<file path="src/rtl/bgf_pkg.sv">
// Package for the battery gauge filter: constants, types and curve tables.
package bgf_pkg;

    localparam int OVERSAMPLE = 8;

    localparam int ADC_W   = 12;
    localparam int MV_W    = 16;
    localparam int PCT_W   = 7;
    localparam int Q8_W    = 24;
    localparam int SUM_W   = ADC_W + $clog2(OVERSAMPLE);
    localparam int CNT_W   = $clog2(OVERSAMPLE + 1);
    localparam int PROD_W  = SUM_W + MV_W;
    localparam int ALPHA_W = 14;
    localparam int FPROD_W = Q8_W + ALPHA_W;
    localparam int SEG_W   = 17;
    localparam int NUM_W   = SEG_W + 4;
    localparam int IDX_W   = 4;

    // The divider serves the curve interpolation.
    localparam int DIV_N_W = NUM_W;
    localparam int DIV_D_W = SEG_W;
    localparam int DIV_C_W = $clog2(DIV_N_W + 1);

    // Group average and Q4.12 to Q16.8 scaling in one constant divide.
    localparam int SCALE_DIV = OVERSAMPLE * 16;

    localparam logic [ALPHA_W-1:0] ALPHA_Q16 = ALPHA_W'(13107);
    localparam logic [FPROD_W:0]   ROUND_UP  = (FPROD_W + 1)'(65535);
    localparam logic [PCT_W-1:0]   PCT_FULL  = PCT_W'(100);
    localparam logic [IDX_W-1:0]   IDX_LAST  = IDX_W'(10);

    // APB register map
    localparam int APB_AW = 4;
    localparam int APB_DW = 32;
    localparam logic [1:0] REG_SENSOR_FITTED = 2'd0;
    localparam logic [1:0] REG_DIVIDER_RATIO = 2'd1;
    localparam logic [1:0] REG_LOW_THRESHOLD = 2'd2;
    localparam logic [1:0] REG_ARMED_THRESHOLD = 2'd3;

    typedef struct packed {
        logic            sensor_fitted;
        logic [MV_W-1:0] divider_ratio;
        logic [MV_W-1:0] low_threshold_mv;
        logic [MV_W-1:0] armed_threshold_mv;
    } cfg_t;

    typedef struct packed {
        logic               start;
        logic [DIV_N_W-1:0] dividend;
        logic [DIV_D_W-1:0] divisor;
    } div_req_t;

    typedef struct packed {
        logic               done;
        logic [DIV_N_W-1:0] quotient;
    } div_rsp_t;

    // Discharge curve point idx in Q16.8 millivolts
    function automatic logic [Q8_W-1:0] soc_point(input logic [IDX_W-1:0] idx);
        logic [MV_W-1:0] mv;
        unique case (idx)
            4'd0:    mv = 16'd3270;
            4'd1:    mv = 16'd3610;
            4'd2:    mv = 16'd3690;
            4'd3:    mv = 16'd3710;
            4'd4:    mv = 16'd3730;
            4'd5:    mv = 16'd3750;
            4'd6:    mv = 16'd3770;
            4'd7:    mv = 16'd3790;
            4'd8:    mv = 16'd3830;
            4'd9:    mv = 16'd3870;
            default: mv = 16'd4200;
        endcase
        return {mv, 8'h00};
    endfunction

    // Percent at the lower end of segment idx (idx counts from 1)
    function automatic logic [PCT_W-1:0] pct_base(input logic [IDX_W-1:0] idx);
        logic [PCT_W-1:0] seg;
        seg = PCT_W'(idx) - PCT_W'(1);
        return PCT_W'((seg << 3) + (seg << 1));
    endfunction

endpackage

</file>
<file path="src/rtl/bgf_if.sv">
// Valid/ready channel interfaces for ADC readings and gauge results.
interface bgf_in_if;
    logic                     valid;
    logic                     ready;
    logic [bgf_pkg::ADC_W-1:0] adc_mv;

    modport source (output valid, output adc_mv, input ready);
    modport sink   (input valid, input adc_mv, output ready);
endinterface

interface bgf_out_if;
    logic                      valid;
    logic                      ready;
    logic [bgf_pkg::MV_W-1:0]  cell_mv;
    logic [bgf_pkg::PCT_W-1:0] charge_percent;
    logic                      battery_low;
    logic                      cutoff_armed;
    logic                      reading_valid;

    modport source (output valid, output cell_mv, output charge_percent,
                    output battery_low, output cutoff_armed, output reading_valid,
                    input ready);
    modport sink   (input valid, input cell_mv, input charge_percent,
                    input battery_low, input cutoff_armed, input reading_valid,
                    output ready);
endinterface

</file>
<file path="src/rtl/bgf_cfg_regs.sv">
// APB configuration registers of the battery gauge filter.
module bgf_cfg_regs (
    input  logic                        clk,
    input  logic                        rst_n,
    input  logic                        psel,
    input  logic                        penable,
    input  logic                        pwrite,
    input  logic [bgf_pkg::APB_AW-1:0]  paddr,
    input  logic [bgf_pkg::APB_DW-1:0]  pwdata,
    output logic [bgf_pkg::APB_DW-1:0]  prdata,
    output logic                        pready,
    output bgf_pkg::cfg_t               cfg
);
    import bgf_pkg::*;

    cfg_t       cfg_reg;
    logic       wr_en;
    logic [1:0] reg_idx;

    assign pready  = 1'b1;
    assign wr_en   = psel && penable && pwrite;
    assign reg_idx = paddr[3:2];
    assign cfg     = cfg_reg;

    always_ff @(posedge clk or negedge rst_n)
    begin
        if (!rst_n)
        begin
            cfg_reg.sensor_fitted      <= 1'b1;
            cfg_reg.divider_ratio      <= 16'd8192;
            cfg_reg.low_threshold_mv   <= 16'd3500;
            cfg_reg.armed_threshold_mv <= 16'd3000;
        end
        else if (wr_en)
        begin
            unique case (reg_idx)
                REG_SENSOR_FITTED:   cfg_reg.sensor_fitted      <= pwdata[0];
                REG_DIVIDER_RATIO:   cfg_reg.divider_ratio      <= pwdata[MV_W-1:0];
                REG_LOW_THRESHOLD:   cfg_reg.low_threshold_mv   <= pwdata[MV_W-1:0];
                REG_ARMED_THRESHOLD: cfg_reg.armed_threshold_mv <= pwdata[MV_W-1:0];
                default:             ;
            endcase
        end
    end

    always_comb
    begin
        unique case (reg_idx)
            REG_SENSOR_FITTED:   prdata = APB_DW'(cfg_reg.sensor_fitted);
            REG_DIVIDER_RATIO:   prdata = APB_DW'(cfg_reg.divider_ratio);
            REG_LOW_THRESHOLD:   prdata = APB_DW'(cfg_reg.low_threshold_mv);
            REG_ARMED_THRESHOLD: prdata = APB_DW'(cfg_reg.armed_threshold_mv);
            default:             prdata = '0;
        endcase
    end

endmodule

</file>
<file path="src/rtl/bgf_div_unit.sv">
// Radix-2 restoring divider, one quotient bit per cycle.
module bgf_div_unit (
    input  logic              clk,
    input  logic              rst_n,
    input  bgf_pkg::div_req_t req,
    output bgf_pkg::div_rsp_t rsp
);
    import bgf_pkg::*;

    logic               busy_reg;
    logic               done_reg;
    logic [DIV_C_W-1:0] cnt_reg;
    logic [DIV_D_W-1:0] rem_reg;
    logic [DIV_N_W-1:0] quo_reg;
    logic [DIV_D_W-1:0] dsr_reg;

    logic [DIV_D_W:0]   shifted;
    logic               fits;
    logic [DIV_D_W-1:0] rem_next;
    logic [DIV_N_W-1:0] quo_next;

    // Bring down the next dividend bit, subtract when it fits
    always_comb
    begin
        shifted  = {rem_reg, quo_reg[DIV_N_W-1]};
        fits     = shifted >= {1'b0, dsr_reg};
        rem_next = fits ? DIV_D_W'(shifted - {1'b0, dsr_reg}) : shifted[DIV_D_W-1:0];
        quo_next = {quo_reg[DIV_N_W-2:0], fits};
    end

    always_ff @(posedge clk or negedge rst_n)
    begin
        if (!rst_n)
        begin
            busy_reg <= 1'b0;
            done_reg <= 1'b0;
            cnt_reg  <= '0;
            rem_reg  <= '0;
            quo_reg  <= '0;
            dsr_reg  <= '0;
        end
        else
        begin
            done_reg <= 1'b0;
            if (req.start)
            begin
                busy_reg <= 1'b1;
                cnt_reg  <= DIV_C_W'(DIV_N_W);
                rem_reg  <= '0;
                quo_reg  <= req.dividend;
                dsr_reg  <= req.divisor;
            end
            else if (busy_reg)
            begin
                rem_reg <= rem_next;
                quo_reg <= quo_next;
                cnt_reg <= cnt_reg - DIV_C_W'(1);
                if (cnt_reg == DIV_C_W'(1))
                begin
                    busy_reg <= 1'b0;
                    done_reg <= 1'b1;
                end
            end
        end
    end

    assign rsp.done     = done_reg;
    assign rsp.quotient = quo_reg;

endmodule

</file>
<file path="src/rtl/battery_gauge_filter.sv">
// Battery gauge filter: a reading that leaves its group open is taken back to back with the next.
// A closing reading holds the input off until its result word loads, after the scale and filter
// steps, the curve walk and, between curve points, the interpolation divide on the divider;
// a result word still waiting at the output holds the sequencer longer.
// Sense divider not fitted: a reading is dropped and the input held off until the zero word loads.
// rst_n (async, active low) clears sequencer, sum, filter and output word; registers to defaults.
module battery_gauge_filter (
    input  logic                       clk,
    input  logic                       rst_n,
    input  logic                       psel,
    input  logic                       penable,
    input  logic                       pwrite,
    input  logic [bgf_pkg::APB_AW-1:0] paddr,
    input  logic [bgf_pkg::APB_DW-1:0] pwdata,
    output logic [bgf_pkg::APB_DW-1:0] prdata,
    output logic                       pready,
    bgf_in_if.sink                     sample_in,
    bgf_out_if.source                  result_out
);
    import bgf_pkg::*;

    typedef enum logic [3:0] {
        S_IDLE,    // take readings, accumulate the group sum
        S_MUL,     // group sum times divider ratio
        S_SCALE,   // average and scale the product, seed or go filter
        S_FMUL,    // difference times alpha
        S_FADD,    // apply the rounded filter step
        S_EDGE,    // clamp below the first and above the last curve point
        S_SEG,     // walk the curve one point a cycle
        S_PDIV,    // launch the interpolation divide
        S_PWAIT,   // wait for the interpolated percent
        S_EMIT     // load the output word
    } state_t;

    cfg_t     cfg;
    div_req_t div_req;
    div_rsp_t div_rsp;

    state_t             state_reg;
    logic [SUM_W-1:0]   sum_reg;
    logic [CNT_W-1:0]   count_reg;
    logic [Q8_W-1:0]    filt_reg;
    logic               meas_valid_reg;
    logic               zero_res_reg;
    logic [PROD_W-1:0]  prod_reg;
    logic [Q8_W-1:0]    samp_reg;
    logic [FPROD_W-1:0] fprod_reg;
    logic               up_reg;
    logic [IDX_W-1:0]   idx_reg;
    logic [NUM_W-1:0]   num_reg;
    logic [SEG_W-1:0]   den_reg;
    logic [PCT_W-1:0]   pct_reg;

    logic               out_valid_reg;
    logic [MV_W-1:0]    out_cell_reg;
    logic [PCT_W-1:0]   out_pct_reg;
    logic               out_low_reg;
    logic               out_armed_reg;
    logic               out_rv_reg;

    logic               accept;
    logic               out_free;
    logic [SUM_W-1:0]   sum_next;
    logic [CNT_W-1:0]   count_next;
    logic [PROD_W-1:0]  scaled_q8;
    logic [Q8_W-1:0]    sample_sat;
    logic [Q8_W-1:0]    diff_f;
    logic [FPROD_W:0]   fprod_rnd;
    logic [Q8_W-1:0]    seg_lo;
    logic [Q8_W-1:0]    seg_hi;
    logic [SEG_W-1:0]   seg_off;
    logic [PCT_W-1:0]   pct_interp;
    logic               is_low;
    logic               is_armed;

    bgf_cfg_regs u_cfg_regs (
        .clk     (clk),
        .rst_n   (rst_n),
        .psel    (psel),
        .penable (penable),
        .pwrite  (pwrite),
        .paddr   (paddr),
        .pwdata  (pwdata),
        .prdata  (prdata),
        .pready  (pready),
        .cfg     (cfg)
    );

    bgf_div_unit u_div_unit (
        .clk   (clk),
        .rst_n (rst_n),
        .req   (div_req),
        .rsp   (div_rsp)
    );

    // Readings are taken only while the sequencer rests; the output register
    // keeps the last word so a slow consumer holds off readings only while the next word waits to load.
    assign sample_in.ready = (state_reg == S_IDLE);
    assign accept          = sample_in.valid && sample_in.ready;
    assign out_free        = !out_valid_reg || result_out.ready;

    always_comb
    begin
        sum_next   = sum_reg + SUM_W'(sample_in.adc_mv);
        count_next = count_reg + CNT_W'(1);

        // Scaled sample saturates to the Q16.8 range
        scaled_q8  = prod_reg / PROD_W'(SCALE_DIV);
        sample_sat = (|scaled_q8[PROD_W-1:Q8_W]) ? '1 : scaled_q8[Q8_W-1:0];

        diff_f    = (samp_reg >= filt_reg) ? (samp_reg - filt_reg) : (filt_reg - samp_reg);
        // Falling step rounds toward minus infinity: round the magnitude up
        fprod_rnd = {1'b0, fprod_reg} + ROUND_UP;

        seg_lo  = soc_point(idx_reg - IDX_W'(1));
        seg_hi  = soc_point(idx_reg);
        seg_off = SEG_W'(filt_reg - seg_lo);

        pct_interp = pct_base(idx_reg) + PCT_W'(div_rsp.quotient[3:0]);

        is_low   = filt_reg < {cfg.low_threshold_mv, 8'h00};
        is_armed = filt_reg > {cfg.armed_threshold_mv, 8'h00};
    end

    // Divider request for the curve interpolation
    always_comb
    begin
        div_req.start    = (state_reg == S_PDIV);
        div_req.dividend = DIV_N_W'(num_reg);
        div_req.divisor  = den_reg;
    end

    always_ff @(posedge clk or negedge rst_n)
    begin
        if (!rst_n)
        begin
            state_reg      <= S_IDLE;
            sum_reg        <= '0;
            count_reg      <= '0;
            filt_reg       <= '0;
            meas_valid_reg <= 1'b0;
            zero_res_reg   <= 1'b0;
            prod_reg       <= '0;
            samp_reg       <= '0;
            fprod_reg      <= '0;
            up_reg         <= 1'b0;
            idx_reg        <= '0;
            num_reg        <= '0;
            den_reg        <= '0;
            pct_reg        <= '0;
            out_valid_reg  <= 1'b0;
            out_cell_reg   <= '0;
            out_pct_reg    <= '0;
            out_low_reg    <= 1'b0;
            out_armed_reg  <= 1'b0;
            out_rv_reg     <= 1'b0;
        end
        else
        begin
            // Drop the word once taken, unless a new one loads at this edge
            if (out_valid_reg && result_out.ready && (state_reg != S_EMIT))
            begin
                out_valid_reg <= 1'b0;
            end

            unique case (state_reg)
                S_IDLE:
                begin
                    if (accept)
                    begin
                        if (!cfg.sensor_fitted)
                        begin
                            // Drop the reading, report an all-zero word
                            zero_res_reg <= 1'b1;
                            state_reg    <= S_EMIT;
                        end
                        else if (count_next == CNT_W'(OVERSAMPLE))
                        begin
                            sum_reg      <= sum_next;
                            zero_res_reg <= 1'b0;
                            state_reg    <= S_MUL;
                        end
                        else
                        begin
                            sum_reg   <= sum_next;
                            count_reg <= count_next;
                        end
                    end
                end

                S_MUL:
                begin
                    prod_reg  <= PROD_W'(sum_reg) * PROD_W'(cfg.divider_ratio);
                    sum_reg   <= '0;
                    count_reg <= '0;
                    state_reg <= S_SCALE;
                end

                S_SCALE:
                begin
                    if (meas_valid_reg)
                    begin
                        samp_reg  <= sample_sat;
                        state_reg <= S_FMUL;
                    end
                    else
                    begin
                        // First measurement seeds the filter
                        filt_reg       <= sample_sat;
                        meas_valid_reg <= 1'b1;
                        state_reg      <= S_EDGE;
                    end
                end

                S_FMUL:
                begin
                    up_reg    <= samp_reg >= filt_reg;
                    fprod_reg <= FPROD_W'(diff_f) * FPROD_W'(ALPHA_Q16);
                    state_reg <= S_FADD;
                end

                S_FADD:
                begin
                    if (up_reg)
                    begin
                        filt_reg <= filt_reg + Q8_W'(fprod_reg[FPROD_W-1:16]);
                    end
                    else
                    begin
                        filt_reg <= filt_reg - Q8_W'(fprod_rnd[FPROD_W:16]);
                    end
                    state_reg <= S_EDGE;
                end

                S_EDGE:
                begin
                    idx_reg <= IDX_W'(1);
                    if (filt_reg <= soc_point('0))
                    begin
                        pct_reg   <= '0;
                        state_reg <= S_EMIT;
                    end
                    else if (filt_reg >= soc_point(IDX_LAST))
                    begin
                        pct_reg   <= PCT_FULL;
                        state_reg <= S_EMIT;
                    end
                    else
                    begin
                        state_reg <= S_SEG;
                    end
                end

                S_SEG:
                begin
                    if (filt_reg < seg_hi)
                    begin
                        // Numerator 10*(f - lo), denominator hi - lo
                        num_reg   <= (NUM_W'(seg_off) << 3) + (NUM_W'(seg_off) << 1);
                        den_reg   <= SEG_W'(seg_hi - seg_lo);
                        state_reg <= S_PDIV;
                    end
                    else
                    begin
                        idx_reg <= idx_reg + IDX_W'(1);
                    end
                end

                S_PDIV:
                begin
                    state_reg <= S_PWAIT;
                end

                S_PWAIT:
                begin
                    if (div_rsp.done)
                    begin
                        pct_reg   <= pct_interp;
                        state_reg <= S_EMIT;
                    end
                end

                S_EMIT:
                begin
                    // Hold until the output register is free
                    if (out_free)
                    begin
                        out_valid_reg <= 1'b1;
                        out_cell_reg  <= zero_res_reg ? '0 : filt_reg[Q8_W-1:8];
                        out_pct_reg   <= zero_res_reg ? '0 : pct_reg;
                        out_low_reg   <= !zero_res_reg && is_low;
                        out_armed_reg <= !zero_res_reg && is_armed;
                        out_rv_reg    <= !zero_res_reg;
                        state_reg     <= S_IDLE;
                    end
                end

                default:
                begin
                    state_reg <= S_IDLE;
                end
            endcase
        end
    end

    assign result_out.valid          = out_valid_reg;
    assign result_out.cell_mv        = out_cell_reg;
    assign result_out.charge_percent = out_pct_reg;
    assign result_out.battery_low    = out_low_reg;
    assign result_out.cutoff_armed   = out_armed_reg;
    assign result_out.reading_valid  = out_rv_reg;

endmodule
</file>
<file path="src/flat_wrapper.sv">
// flat-port wrapper written by rule: the top's interface ports become plain ports
module battery_gauge_filter_flat import bgf_pkg::*;
  (clk, rst_n, psel, penable, pwrite, paddr, pwdata, prdata, pready, sample_in_valid, sample_in_adc_mv, sample_in_ready, result_out_valid, result_out_cell_mv, result_out_charge_percent, result_out_battery_low, result_out_cutoff_armed, result_out_reading_valid, result_out_ready);
  bgf_in_if sample_in_i ();
  bgf_out_if result_out_i ();
  input  logic clk;
  input  logic rst_n;
  input  logic psel;
  input  logic penable;
  input  logic pwrite;
  input  logic [bgf_pkg::APB_AW-1:0] paddr;
  input  logic [bgf_pkg::APB_DW-1:0] pwdata;
  output logic [bgf_pkg::APB_DW-1:0] prdata;
  output logic pready;
  input wire logic [$bits(sample_in_i.valid)-1:0] sample_in_valid;
  input wire logic [$bits(sample_in_i.adc_mv)-1:0] sample_in_adc_mv;
  output wire logic [$bits(sample_in_i.ready)-1:0] sample_in_ready;
  output wire logic [$bits(result_out_i.valid)-1:0] result_out_valid;
  output wire logic [$bits(result_out_i.cell_mv)-1:0] result_out_cell_mv;
  output wire logic [$bits(result_out_i.charge_percent)-1:0] result_out_charge_percent;
  output wire logic [$bits(result_out_i.battery_low)-1:0] result_out_battery_low;
  output wire logic [$bits(result_out_i.cutoff_armed)-1:0] result_out_cutoff_armed;
  output wire logic [$bits(result_out_i.reading_valid)-1:0] result_out_reading_valid;
  input wire logic [$bits(result_out_i.ready)-1:0] result_out_ready;
  assign sample_in_i.valid = sample_in_valid;
  assign sample_in_i.adc_mv = sample_in_adc_mv;
  assign sample_in_ready = sample_in_i.ready;
  assign result_out_valid = result_out_i.valid;
  assign result_out_cell_mv = result_out_i.cell_mv;
  assign result_out_charge_percent = result_out_i.charge_percent;
  assign result_out_battery_low = result_out_i.battery_low;
  assign result_out_cutoff_armed = result_out_i.cutoff_armed;
  assign result_out_reading_valid = result_out_i.reading_valid;
  assign result_out_i.ready = result_out_ready;
  battery_gauge_filter u_core (.clk(clk), .rst_n(rst_n), .psel(psel), .penable(penable), .pwrite(pwrite), .paddr(paddr), .pwdata(pwdata), .prdata(prdata), .pready(pready), .sample_in(sample_in_i), .result_out(result_out_i));
endmodule
</file>
<file path="config.mk">
export PLATFORM = sky130hd
export DESIGN_NAME = battery_gauge_filter_flat
export DESIGN_NICKNAME = d
export VERILOG_FILES = /design/src/rtl/bgf_pkg.sv /design/src/rtl/bgf_if.sv /design/src/rtl/bgf_cfg_regs.sv /design/src/rtl/bgf_div_unit.sv /design/src/rtl/battery_gauge_filter.sv /design/src/flat_wrapper.sv
export SDC_FILE = /design/constraint.sdc
export NUM_CORES = 2
export LEC_CHECK = 0
export BUFFER_PORTS_ARGS = -buffer_cell sky130_fd_sc_hd__buf_2
export CAP_MARGIN = 20
export CORE_MARGIN = 2
export CORE_UTILIZATION = 60
export DETAILED_ROUTE_END_ITERATION = 7
export PLACE_DENSITY = 0.77
export SYNTH_ARGS = -nofsm -noshare
export SYNTH_HDL_FRONTEND = slang
export SYNTH_SLANG_ARGS = --single-unit
</file>
<file path="constraint.sdc">
create_clock -name clk -period 10.8 [get_ports clk]
set_input_delay 3.24 -clock clk [delete_from_list [all_inputs] [get_ports clk]]
set_output_delay 3.24 -clock clk [all_outputs]
set_load 0.005 [all_outputs]
</file>
==> Flow_metrics.wiki <==
{| class="wikitable"
! Metric !! Value
|-
| Run status || complete, no violations
|-
| Flops & latches, synth || 304
|-
| Initial cell density of the core || 60.5%
|-
| Final routed DRC violation total || 0
|-
| Most frequent standard cell in the layout excluding fill and tap cells || sky130_fd_sc_hd__inv_1
|-
| Horizontal extent of the die || 242 um
|-
| Worst hold-check path type || reg2reg
|-
| Final clock skew || 0.0183 ns
|-
| Logic pwr share || 10.5%
|-
| Peak VDD IR || 0.111 mV
|-
| Setup Total Neg Slack || 0 ns
|-
| Final HPWL from detailed placement || 63500 um
|-
| Transition at the pin with the smallest max-transition slack || 1.07 ns
|-
| Count of TritonRoute iterations in the first routing pass || 5
|-
| Cells after synthesis || 3730
|-
| IO Port Bufs || 80
|-
| # nets final || 4533
|-
| I/O pin total || 116
|-
| Register area share after synthesis || 22.4%
|-
| Part of the power in registers || 45.3%
|-
| Number of clock sinks seen by CTS || 304
|-
| Internal power || 2.06 mW
|-
| Gp weighted congestion || 0.927
|-
| Worst-path fanout max || 15
|-
| Setup repair after global routing missed its margin || no
|-
| Cell at the root of the clock tree || sky130_fd_sc_hd__clkbuf_16
|-
| Period minus WS final || 10.06 ns
|-
| Distinct cell type count after synthesis || 94
|-
| R2R setup slack || 0.74 ns
|-
| Pins over their slew limit || 0
|-
| Required time at the endpoint of the critical path || 11.20 ns
|-
| Maximum number of pins on one net before global-route repair || 116
|-
| Final number of hold-violating endpoints || 0
|-
| Number of buffers inserted to repair setup after CTS || 0
|-
| First-pass GRT wire length || 135000 um
|-
| Number of buffers between clock root and the deepest sink || 3
|-
| CTS resizes || 0
|-
| # H-tree levels || 2
|-
| Total gr overflow || 0
|-
| Cell with the largest stage delay on the worst path || sky130_fd_sc_hd__dfrtp_1
|-
| CTS tree || yes
|-
| Non-Filler Instances || 4532
|-
| Fmax || 99.4 MHz
|-
| Fill cell instance count of the final layout || 4683
|-
| Total clock buffers created by CTS || 35
|-
| Reg clk slew, reported paths || 0.07 ns
|-
| Die span in y || 242 um
|-
| Diode count || 0
|-
| Peak per-stage delay on the critical path || 0.72 ns
|-
| Overall via count from detail_route || 26200
|-
| Die footprint || 58700 um2
|-
| Total power of the final layout || 2.84 mW
|-
| Total Routed Length || 80900 um
|-
| Number of enable flip-flop cells after synthesis || 0
|-
| Flip-flop count of the largest register, all copies and words added || 49
|-
| Share of flip-flops with an asynchronous set or reset || 100%
|-
| Wire per inst || 17.9 um
|-
| Synth warn || 0
|-
| Mean post-synth cell area || 9.13 um2
|-
| Total instance count after detailed placement || 4469
|-
| Clock network fraction of design power || 44.2%
|-
| Layout cells sized above 1 || 8.10%
|-
| Max_cap viols || 0
|-
| Crit path launch type || flop
|-
| Setup violators final || 0
|-
| Leakage power of the design || 19.1 nW
|-
| Antenna violation net count after detailed routing || 0
|-
| CP Data Arrival Time || 10.46 ns
|-
| All-Layer GR Usage || 28.5%
|-
| Violation count after the first detailed-route iteration || 1689
|-
| Net switching power || 778 uW
|-
| Via density per instance || 5.78
|-
| Clock insertion delay at the later pin of the skew report || 0.55 ns
|-
| Area growth from synthesis to final layout || 6.81%
|-
| Post-synthesis instance area || 34100 um2
|-
| Primary FF master, synth || sky130_fd_sc_hd__dfrtp_1
|-
| Hold bufs inserted after CTS || 0
|-
| Element type at the critical path end || flop
|-
| Most frequent cells in the layout || sky130_fd_sc_hd__inv_1, sky130_fd_sc_hd__nand2_1, sky130_fd_sc_hd__ha_1
|-
| Number of antenna violations at the first check in global routing || 0
|-
| Via count of the first global-routing pass || 26100
|-
| Row cnt || 87
|-
| Sw Ratio || 27.4%
|-
| Tcrit/Tclk final || 93.1%
|-
| Total core area || 56300 um2
|-
| Class of the most critical setup path || reg2reg
|-
| Max-slew headroom at the worst pin || 29.0%
|-
| Power density normalized to cell area || 78.0 nW/um2
|}
[final timing paths]
| kind | from | endpoint | cells past startpoint |
|---|---|---|---|
| worst max register to register | u_core.filt_reg[15]$_DFFE_PN0P_ | u_core.fprod_reg[32]$_DFFE_PN0N_ | 33 |
| worst min register to register | u_core.num_reg[8]$_DFFE_PN0P_ | u_core.u_div_unit.quo_reg[8]$_DFFE_PN0P_ | 2 |
| worst max-delay path | u_core.filt_reg[15]$_DFFE_PN0P_ | u_core.fprod_reg[32]$_DFFE_PN0N_ | 33 |
| max in group asynchronous | rst_n | u_core.u_div_unit.busy_reg$_DFF_PN0_ | 2 |
| min in group asynchronous | rst_n | u_core.fprod_reg[11]$_DFFE_PN0N_ | 1 |
| worst min-delay path | u_core.num_reg[8]$_DFFE_PN0P_ | u_core.u_div_unit.quo_reg[8]$_DFFE_PN0P_ | 2 |
[power by group through the flow]
| stage | Sequential, mW | Clock [mW] | Combinational (mW) |
|---|---|---|---|
| final | 1.29 | 1.25 | 0.298 |
| after global routing | 1.29 | 1.32 | 0.343 |
| after CTS | 1.28 | 1.27 | 0.302 |
| after detailed placement | 1.30 | 0 | 0.299 |
| after global placement | 1.30 | 0 | 0.291 |
| after floorplan | 1.24 | 0 | 0.228 |
[cells in the mapped netlist, drive strengths merged, types with 39 or more instances]
master,count,area share (%)
a21oi,149,2.2
nand3,44,0.66
clkbuf,117,1.3
a21o,82,1.8
nor2,132,1.5
ha,425,16
buf,39,0.67
o31ai,46,1.0
o21ai,248,3.6
xor2,76,2.0
xnor2,92,2.4
and2,143,2.6
dfrtp,288,21
mux2i,66,1.9
mux2,69,2.3
nor3,45,0.68
inv,510,5.6
fa,303,18
nand2,431,4.8
[per-layer routing]
| metal | vias up | wire length, um | track usage (%) |
|---|---|---|---|
| li1 | 12500 | - | - |
| met1 | 12800 | 35900 | 39.1 |
| met2 | 682 | 37700 | 46.3 |
| met3 | 148 | 4780 | 4.43 |
| met4 | 0 | 2600 | 9.39 |
| met5 | - | 0 | 0 |
[worst max-delay path, delay by kind of cell, from the launching register on]
kind / cells / cell delay [ns]
AND/OR/NAND/NOR: 2 / 0.79
XOR/XNOR: 2 / 0.89
buffers and inverters: 5 / 0.54
flip-flops: 1 / 0.72
AO/OA/AOI/OAI: 16 / 3.51
adder cells (fa/ha/maj): 8 / 3.44
[per-stage QoR]
step	utilization, %	hold slack [ns]	setup slack (ns)	instance area (um2)
3_5_place_dp	62.5	0.463	0.864	35200
3_3_place_gp	62.5	0.460	1.09	35200
6_report	64.6	0.471	0.744	36400
2_1_floorplan	-	0.439	2.35	34100
5_1_grt	64.6	0.497	0.274	36400
4_1_cts	64.6	0.475	0.858	36400
[cell type report]
cell class                 instances  area, um2  share of cell area (%)
inverter                         513       1930                    5.29
clock buffer                      47       1020                    2.81
clock inverter                    16        179                   0.492
tap                              756        946                    2.60
sequential                       304       7630                    21.0
timing repair buffer             124        741                    2.04
multi-input combinational       2772      23900                    65.8
[logic make-up (layout without fill, tap and decap cells)]
logic type      count (synthesis)  count (layout)  synth area share (%)
simple gates                  977             977                  13.8
compound gates                746             746                  14.2
fa+ha+maj                     728             728                  33.4
buf+inv                       669             700                  7.62
flops                         304             304                  22.4
xor+xnor                      168             168                  4.32
mux                           136             136                  4.29
other cells                     2              17                0.0221
Note: power is estimated with default switching activity, not from simulation.
